===== config.mk =====
export PLATFORM = sky130hd
export DESIGN_NAME = wrcs_front
export DESIGN_NICKNAME = d
export VERILOG_FILES = /design/src/rtl/core/wrcs_pkg.sv /design/src/rtl/core/wrcs_front.sv
export SDC_FILE = /design/constraint.sdc
export NUM_CORES = 1
export LEC_CHECK = 0
export CAP_MARGIN = 10
export CORE_MARGIN = 2
export CORE_UTILIZATION = 45
export DETAILED_ROUTE_END_ITERATION = 6
export DONT_BUFFER_PORTS = 1
export GPL_ROUTABILITY_DRIVEN = 0
export SLEW_MARGIN = 10
export SYNTH_ARGS = -nofsm -noshare
export SYNTH_HDL_FRONTEND = slang
export SYNTH_SLANG_ARGS = --single-unit
export TNS_END_PERCENT = 10

===== constraint.sdc =====
create_clock -name clock -period 2.9 [get_ports clock]
set_clock_uncertainty 0.15 [all_clocks]
set_input_delay 0.145 -clock clock [delete_from_list [all_inputs] [get_ports clock]]
set_output_delay 0.145 -clock clock [all_outputs]
set_load 0.03 [all_outputs]

===== src/rtl/core/wrcs_pkg.sv =====
`timescale 1ns / 1ps
// ----------------------------------------------------------------------------
// wrcs_pkg: shared types and constants of the watch read scheduler
// Sizes of the watch maps, the read list and the write FIFO, the function
// and status codes, and the structs passed between front and back.
// ----------------------------------------------------------------------------
package wrcs_pkg;

   // Field widths of the request and response words.
   localparam int FUNC_W   = 3;
   localparam int MSPACE_W = 3;
   localparam int ADDR_W   = 16;
   localparam int CNT_W    = 7;
   localparam int PRIO_W   = 8;
   localparam int LEN_W    = 13;
   localparam int STATUS_W = 2;
   localparam int KIND_W   = 3;

   // Watch maps: one per readable space, stored as rows of 64 bits.
   localparam int MAP_BITS        = 4096;
   localparam int MAP_ADDR_W      = $clog2(MAP_BITS);
   localparam int SPACES          = 4;
   localparam int SPACE_W         = $clog2(SPACES);
   localparam int WORD_BITS       = 64;
   localparam int BIT_W           = $clog2(WORD_BITS);
   localparam int WORDS_PER_SPACE = MAP_BITS / WORD_BITS;
   localparam int WPS_W           = $clog2(WORDS_PER_SPACE);
   localparam int ROWS            = SPACES * WORDS_PER_SPACE;
   localparam int ROW_W           = $clog2(ROWS);
   localparam int RANGE_W         = ADDR_W + 1;

   // A byte range may touch this many map rows.
   localparam int MAX_COUNT  = (1 << CNT_W) - 1;
   localparam int MASK_WORDS = (MAX_COUNT + WORD_BITS - 2) / WORD_BITS + 1;
   localparam int MASK_BITS  = MASK_WORDS * WORD_BITS;
   localparam int PART_W     = $clog2(MASK_WORDS);

   // Read list and write FIFO.
   localparam int READ_SLOTS  = 256;
   localparam int RL_IDX_W    = $clog2(READ_SLOTS);
   localparam int RL_CNT_W    = RL_IDX_W + 1;
   localparam int RL_ENTRY_W  = SPACE_W + ADDR_W + LEN_W;
   localparam int WRITE_SLOTS = 16;
   localparam int WF_IDX_W    = $clog2(WRITE_SLOTS);
   localparam int WF_CNT_W    = WF_IDX_W + 1;
   localparam int WF_ENTRY_W  = MSPACE_W + ADDR_W + CNT_W;

   // Function codes.
   localparam logic [FUNC_W-1:0] FUNC_ADD    = 3'd0;
   localparam logic [FUNC_W-1:0] FUNC_REMOVE = 3'd1;
   localparam logic [FUNC_W-1:0] FUNC_SCHED  = 3'd2;
   localparam logic [FUNC_W-1:0] FUNC_CLEAR  = 3'd3;
   localparam logic [FUNC_W-1:0] FUNC_POST   = 3'd4;
   localparam logic [FUNC_W-1:0] FUNC_POLL   = 3'd5;

   // Memory space codes.
   localparam logic [MSPACE_W-1:0] SPACE_USER = 3'd3;
   localparam logic [MSPACE_W-1:0] SPACE_TIME = 3'd4;

   // Status codes.
   localparam logic [STATUS_W-1:0] ST_OK      = 2'd0;
   localparam logic [STATUS_W-1:0] ST_RANGE   = 2'd1;
   localparam logic [STATUS_W-1:0] ST_FULL    = 2'd2;
   localparam logic [STATUS_W-1:0] ST_IGNORED = 2'd3;

   // Operation kinds after classification.
   localparam logic [KIND_W-1:0] OP_NOP    = 3'd0;
   localparam logic [KIND_W-1:0] OP_ADD    = 3'd1;
   localparam logic [KIND_W-1:0] OP_REMOVE = 3'd2;
   localparam logic [KIND_W-1:0] OP_SCHED  = 3'd3;
   localparam logic [KIND_W-1:0] OP_CLEAR  = 3'd4;
   localparam logic [KIND_W-1:0] OP_POST   = 3'd5;
   localparam logic [KIND_W-1:0] OP_POLL   = 3'd6;

   // Classified operation held in the queue.
   typedef struct packed {
      logic [KIND_W-1:0]   kind;
      logic [STATUS_W-1:0] status;
      logic [MSPACE_W-1:0] space;
      logic [ADDR_W-1:0]   addr;
      logic [CNT_W-1:0]    count;
   } op_type;

   typedef struct packed {
      logic   valid;
      op_type op;
   } queue_out_type;

   typedef struct packed {
      logic pop;
      logic busy;
   } back_ctl_type;

   typedef struct packed {
      logic [LEN_W-1:0] max_run_length;
      logic [LEN_W-1:0] max_hole;
   } cfg_type;

endpackage


===== src/rtl/core/wrcs_front.sv =====
`timescale 1ns / 1ps
// ----------------------------------------------------------------------------
// wrcs_front: request intake and classification
// Decodes each request word, settles the cases that change nothing, and
// holds classified operations in a two-entry queue for the back end.
// ----------------------------------------------------------------------------
module wrcs_front import wrcs_pkg::*; (
   input  logic                clock,
   input  logic                reset,
   input  logic                req_valid,
   output logic                req_stall,
   input  logic [FUNC_W-1:0]   req_func,
   input  logic [MSPACE_W-1:0] req_mem_space,
   input  logic [ADDR_W-1:0]   req_start_address,
   input  logic [CNT_W-1:0]    req_byte_count,
   input  logic [PRIO_W-1:0]   req_watch_priority,
   output queue_out_type       q_out,
   input  back_ctl_type        back_ctl
);

   op_type     op_in;
   op_type     q_op_ff [2];
   logic [1:0] q_cnt_ff, q_cnt_in;
   logic       head_ff, head_in;
   logic       push;
   logic       range_bad;

   // Range check on the end of the byte range.
   assign range_bad = ({1'b0, req_start_address} + RANGE_W'(req_byte_count))
                      > RANGE_W'(MAP_BITS);

   // Classify the request word.
   always_comb begin
      op_in        = '0;
      op_in.space  = req_mem_space;
      op_in.addr   = req_start_address;
      op_in.count  = req_byte_count;
      op_in.kind   = OP_NOP;
      op_in.status = ST_OK;
      unique case (req_func) inside
         FUNC_ADD, FUNC_REMOVE: begin
            if (req_mem_space > SPACE_USER ||
                (req_func == FUNC_ADD && req_watch_priority == '0)) begin
               op_in.status = ST_IGNORED;
            end else if (range_bad) begin
               op_in.status = ST_RANGE;
            end else if (req_byte_count != '0) begin
               op_in.kind = (req_func == FUNC_ADD) ? OP_ADD : OP_REMOVE;
            end
         end
         FUNC_SCHED: op_in.kind = OP_SCHED;
         FUNC_CLEAR: op_in.kind = OP_CLEAR;
         FUNC_POST: begin
            if (req_mem_space > SPACE_TIME) begin
               op_in.status = ST_IGNORED;
            end else begin
               op_in.kind = OP_POST;
            end
         end
         FUNC_POLL: op_in.kind = OP_POLL;
         default:   op_in.status = ST_IGNORED;
      endcase
   end

   // Queue control.
   assign req_stall   = (q_cnt_ff == 2'd2) || back_ctl.busy;
   assign push        = req_valid && !req_stall;
   assign q_out.valid = (q_cnt_ff != 2'd0);
   assign q_out.op    = q_op_ff[head_ff];

   always_comb begin
      q_cnt_in = q_cnt_ff;
      head_in  = head_ff;
      if (back_ctl.pop) begin
         head_in = ~head_ff;
      end
      case ({push, back_ctl.pop})
         2'b10:   q_cnt_in = q_cnt_ff + 2'd1;
         2'b01:   q_cnt_in = q_cnt_ff - 2'd1;
         default: q_cnt_in = q_cnt_ff;
      endcase
   end

   always_ff @(posedge clock) begin
      if (reset) begin
         q_cnt_ff <= '0;
         head_ff  <= 1'b0;
      end else begin
         q_cnt_ff <= q_cnt_in;
         head_ff  <= head_in;
      end
   end

   // Queue storage; the tail sits one past the head when one word is held.
   always_ff @(posedge clock) begin
      if (push) begin
         q_op_ff[head_ff ^ q_cnt_ff[0]] <= op_in;
      end
   end

endmodule


# == Word-level counts from Yosys, hierarchy flattened ==
# Memories as Yosys holds them, arrays and structs flattened. A register that Yosys moved wholly into a read port is not among the register bits.
# Index checks and enable logic that the tools add are counted.
# Widths: inputs -> output; s select.
# classes
magnitude_cmp,3
n_addsub,3
bitwise,2
n_eq_ne,8
n_mux,15
n_reduce_logical,12
# op_table
cell,n
$add 16x7->17,1
$gt 17x13->1 const B,1
$pmux 3 s5,1
$mux 2,5
$logic_not 8->1,1
$reduce_bool 7->1,1
$eq 3x2->1 const B,2
$eq 3x3->1 const B,2
$mux 3,2
$pmux 2 s3,1
$mux 1,5
$eq 2x2->1 const B,2
$pmux 2 s2,1
$reduce_bool 2->1,2
$eq 3x1->1 const B,1
$gt 3x2->1 const B,1
$gt 3x3->1 const B,1
$logic_not 3->1,1
$reduce_or 3->1,1
$add 2x1->2 const B,1
$eq 2x1->1 const B,1
$logic_and 1x1->1,2
$logic_or 1x1->1,2
$reduce_or 2->1,1
4 further kinds,4
# word_totals
reg_bits,3
n_memories,1
out_inout_bits,33
ramBits,62
# memory_table
memory,depth,width,rd,rd_clocked_by_memory_dff,write_ports,line_no,rtl
q_op_ff,2,31,1,1,1,wrcs_front.sv:22,op_type q_op_ff [2];

# == Longest topological paths before layout ==
# logic_depth
depth_word,6
depth_mapped,10
depth_no_buf,10

# == Worst setup path before layout ==
# Ideal clock, no wire load.
# synth_path
kind,register to register
startpoint,register q_cnt_ff[0]
endpoint,"memory q_op_ff[1][0] (netlist name), enable pin"
synth_period_minus_slack_ns,2.615
path_buffers,0
path_stages_with_launch,5
slack_ns,0.285
t_arrival_ns,2.046
setup_ns,0.419
required_ns,2.331
path_cell_list,dfxtp_1 -> inv_1 -> a21oi_1 -> nand2_1 -> nor2_1
# synth_via
elab_chain_len,6
# synth_lines
item,line_no,rtl
from (decl),wrcs_front.sv:23,"logic [1:0] q_cnt_ff, q_cnt_in;"
from (signal assigned),wrcs_front.sv:89,q_cnt_ff <= q_cnt_in;
$eq 2x2->1,wrcs_front.sv:66,assign req_stall = (q_cnt_ff == 2'd2) || back_ctl.busy;
$logic_or 1x1->1,wrcs_front.sv:66,
$logic_not 1->1,wrcs_front.sv:67,assign push = req_valid && !req_stall;
$logic_and 1x1->1,wrcs_front.sv:67,
$mux 1,wrcs_front.sv:96,if (push) begin
$mux 1 (implied by the code),wrcs_front.sv:97,q_op_ff[head_ff ^ q_cnt_ff[0]] <= op_in;
to (decl),wrcs_front.sv:22,
# Parallel ways exist; a longest one is shown, timed or not.

==> run metrics <==
Buf/Inv on CP 0; most frequent cells in the layout edfxtp_1, mux2_2, dlygate4sd3_1; fillers 600; crit path kind input pin to flip-flop; status completed; cell depth of the worst flop-to-flop path 6; CP startpoint req_start_address[0]; Clock Pin Slew Worst Setup and Hold Paths around 0.070 ns; drt first pass iters 4; first-pass GRT wire length 9.16 mm; leak pwr 1.30 nW; fmax 415 MHz; Hold WS between 0.02 and 0.03 ns; placed cells slightly above 300; detailed placement HPWL approximately 4 mm; RSZ-0062 raised after global routing false; Worst setup SP type input pin; number of synthesis warnings 0; Std-Cell Rows 30; antenna violations before repair 0; Syn Area/Cell ~14 um^2; IO Pins between 70 and 80; Antenna Cells 0; Post-Syn Area between 3000 and 4000 um^2; sw power roughly 0.65 mW; Initial Util 46.3%; clk_lat worst skew between 0.3 and 0.4 ns; Largest stage delay, worst path 0.41 ns; fin util between 50 and 60%; Slew HR a little over two thirds; Cell Count, Final, Fillers Out between 300 and 400; via count around 2000; post-CTS setup buffers 0; CTS tree built; Seq pwr share 47.6%; Die Y slightly below 90 um; DR vias/cell 5.61; maximum fanout along the worst path 3; Logic pwr share roughly 18%; WP depth 9; core area just under 7000 um^2; Post-synth EDFFs just over 60; r2r setup slk 0.96 ns; die area 7630 um^2; antenna-violating nets left 0; Primary FF master, synth edfxtp_1; maxcap violations 0; Die Width roughly 87 um; Top delay family on crit path compound AO/OA/AOI/OAI gates; port bufs 0; post-synthesis sequential area ratio between 60% and 70%; PostCTS Resize Cnt 0; vias in the first global route roughly 2000; Worst path slowest cell fa_1; GRT Util Overall between 10% and 20%; post-route minimum period around 2.4 ns; CP required between 2 and 3 ns; Syn Nets about 280; clock sink count 66; CP endpoint kind flip-flop; synthesized instance count approximately 230; worst vdd ir roughly 0.00034 V; mean routed wirelength per cell approximately 18 um; Tot Pwr 2.40 mW; crit path cell chain ha_1 -> fa_1 -> xor2_1 -> or3_1 -> a211oi_1 -> o2111ai_1 -> o41ai_4 -> a41oi_1 -> o21a_1; Synth-to-Final Area Change 20.4%; Post-synth ARST share 0%; largest net degree at the start of global routing 32; DRC 0; Yosys cell types just over 40; worst-margin pin slew about 0.45 ns; clock network power share about a third; H-tree Lvls 3; end point of the critical path q_op_ff[0][26]; count of final setup violators 0; Sw Ratio about 27%; routed wire length 6.15 mm; CP arrival between 2 and 2.5 ns; final net count between 300 and 400; Int Pwr approximately 1.8 mW; Num CTS Buffers 9; Max clock buf depth 2; Overflow after GRT 0; worst flop-to-flop path startpoint q_cnt_ff[0]; share of layout cells above drive strength 1 22.1%; min-delay worst type input pin to flip-flop; Fin. Hold Viols 0; CTS root buf clkbuf_8; Pwr Density roughly 640 nW/um^2; hold wc startpoint req_func[2]; Worst R2R End q_cnt_ff[1]; setup_tns 0 ns; Synth Register Bits 66; Final Slew Violations 0; Initial DRC Count 100; commonest non-fill, non-tap cell in the layout edfxtp_1; period utilization roughly 83%; Hold-fix buffers, CTS 31
## cell usage after synthesis (all sizes together), types with 4 or more instances
| master | n | area [um^2] |
|---|---|---|
| o21ai | 9 | 45.0 |
| inv | 5 | 18.8 |
| edfxtp | 62 | 1860 |
| ha | 8 | 100 |
| mux2 | 31 | 349 |
| nand2 | 16 | 60.1 |
| a21oi | 11 | 66.3 |
| nor2 | 16 | 60.1 |
| buf | 4 | 16.3 |
| dfxtp | 4 | 80.1 |
| and3 | 5 | 36.3 |
| o21a | 4 | 30.0 |
| nand3 | 8 | 45.0 |
| nor3 | 5 | 25.0 |
| xnor2 | 4 | 35.0 |
## worst min-delay path by stage
stage,end,slack (ns),cells past startpoint
finish,q_op_ff[1][29],0.03,3
global route,q_op_ff[0][26],0.02,2
CTS,q_op_ff[1][29],0.004,3
detailed placement,q_cnt_ff[1],0.07,1
global placement,q_cnt_ff[1],0.07,1
floorplan,q_cnt_ff[1],0.06,1
## worst register-to-register path, delay by kind of cell (launching register included)
kind                     cells  cell delay [ns]
AO/OA/AOI/OAI                2             0.34
flip-flops                   1             0.45
AND/OR/NAND/NOR              2             0.52
buffers and inverters        1             0.06
adder cells (fa/ha/maj)      1             0.34
## area by class of cell
cell class                 instances  area [um^2]  share of cell area, %
timing repair buffer              35          340                   9.04
sequential                        66         1940                   51.6
tap                               80          100                   2.66
inverter                           5         18.8                  0.498
multi-input combinational        149         1150                   30.5
clock buffer                       9          124                   3.29
clock inverter                     7         93.8                   2.49
## registers in the layout, indices dropped and copies added, names as in the netlist, named ones only
register,flops
q_op_ff,62
q_cnt_ff,2
head_ff,1
## layer usage
metal / global-route usage, % / share of wire [%] / vias up
met5: 0 / 0 / -
met4: 6.43 / 1.8 / 0
met3: 6.73 / 6.4 / 10
met2: 25.6 / 47 / 61
met1: 19.8 / 44 / 945
li1: - / - / 954
## kinds of logic (layout without fill, tap and decap cells)
family | Yosys count | after routing | share of synthesized area, %
adder cells (fa/ha/maj) | 9 | 9 | 3.84
AND/OR/NAND/NOR | 64 | 64 | 10.1
multiplexers | 31 | 31 | 11.2
buffers and inverters | 12 | 56 | 1.48
XOR/XNOR | 7 | 7 | 1.96
AO/OA/AOI/OAI | 38 | 38 | 9.40
flip-flops | 66 | 66 | 62.1
## power groups by stage
stage / Sequential (mW) / Combinational [mW] / Clock, mW
floorplan: 1.16 / 0.335 / 0
detailed placement: 1.16 / 0.391 / 0
CTS: 1.14 / 0.434 / 0.848
global route: 1.15 / 0.462 / 0.885
global placement: 1.16 / 0.389 / 0
finish: 1.14 / 0.430 / 0.828
## metrics by stage
step	area [um^2]	setup slack [ns]
after floorplan	3130	0.285
after global placement	3240	0.176
after detailed placement	3240	0.119
after CTS	3770	0.489
after global routing	3770	0.359
final	3770	0.489
(Power assumes the default switching activity.)
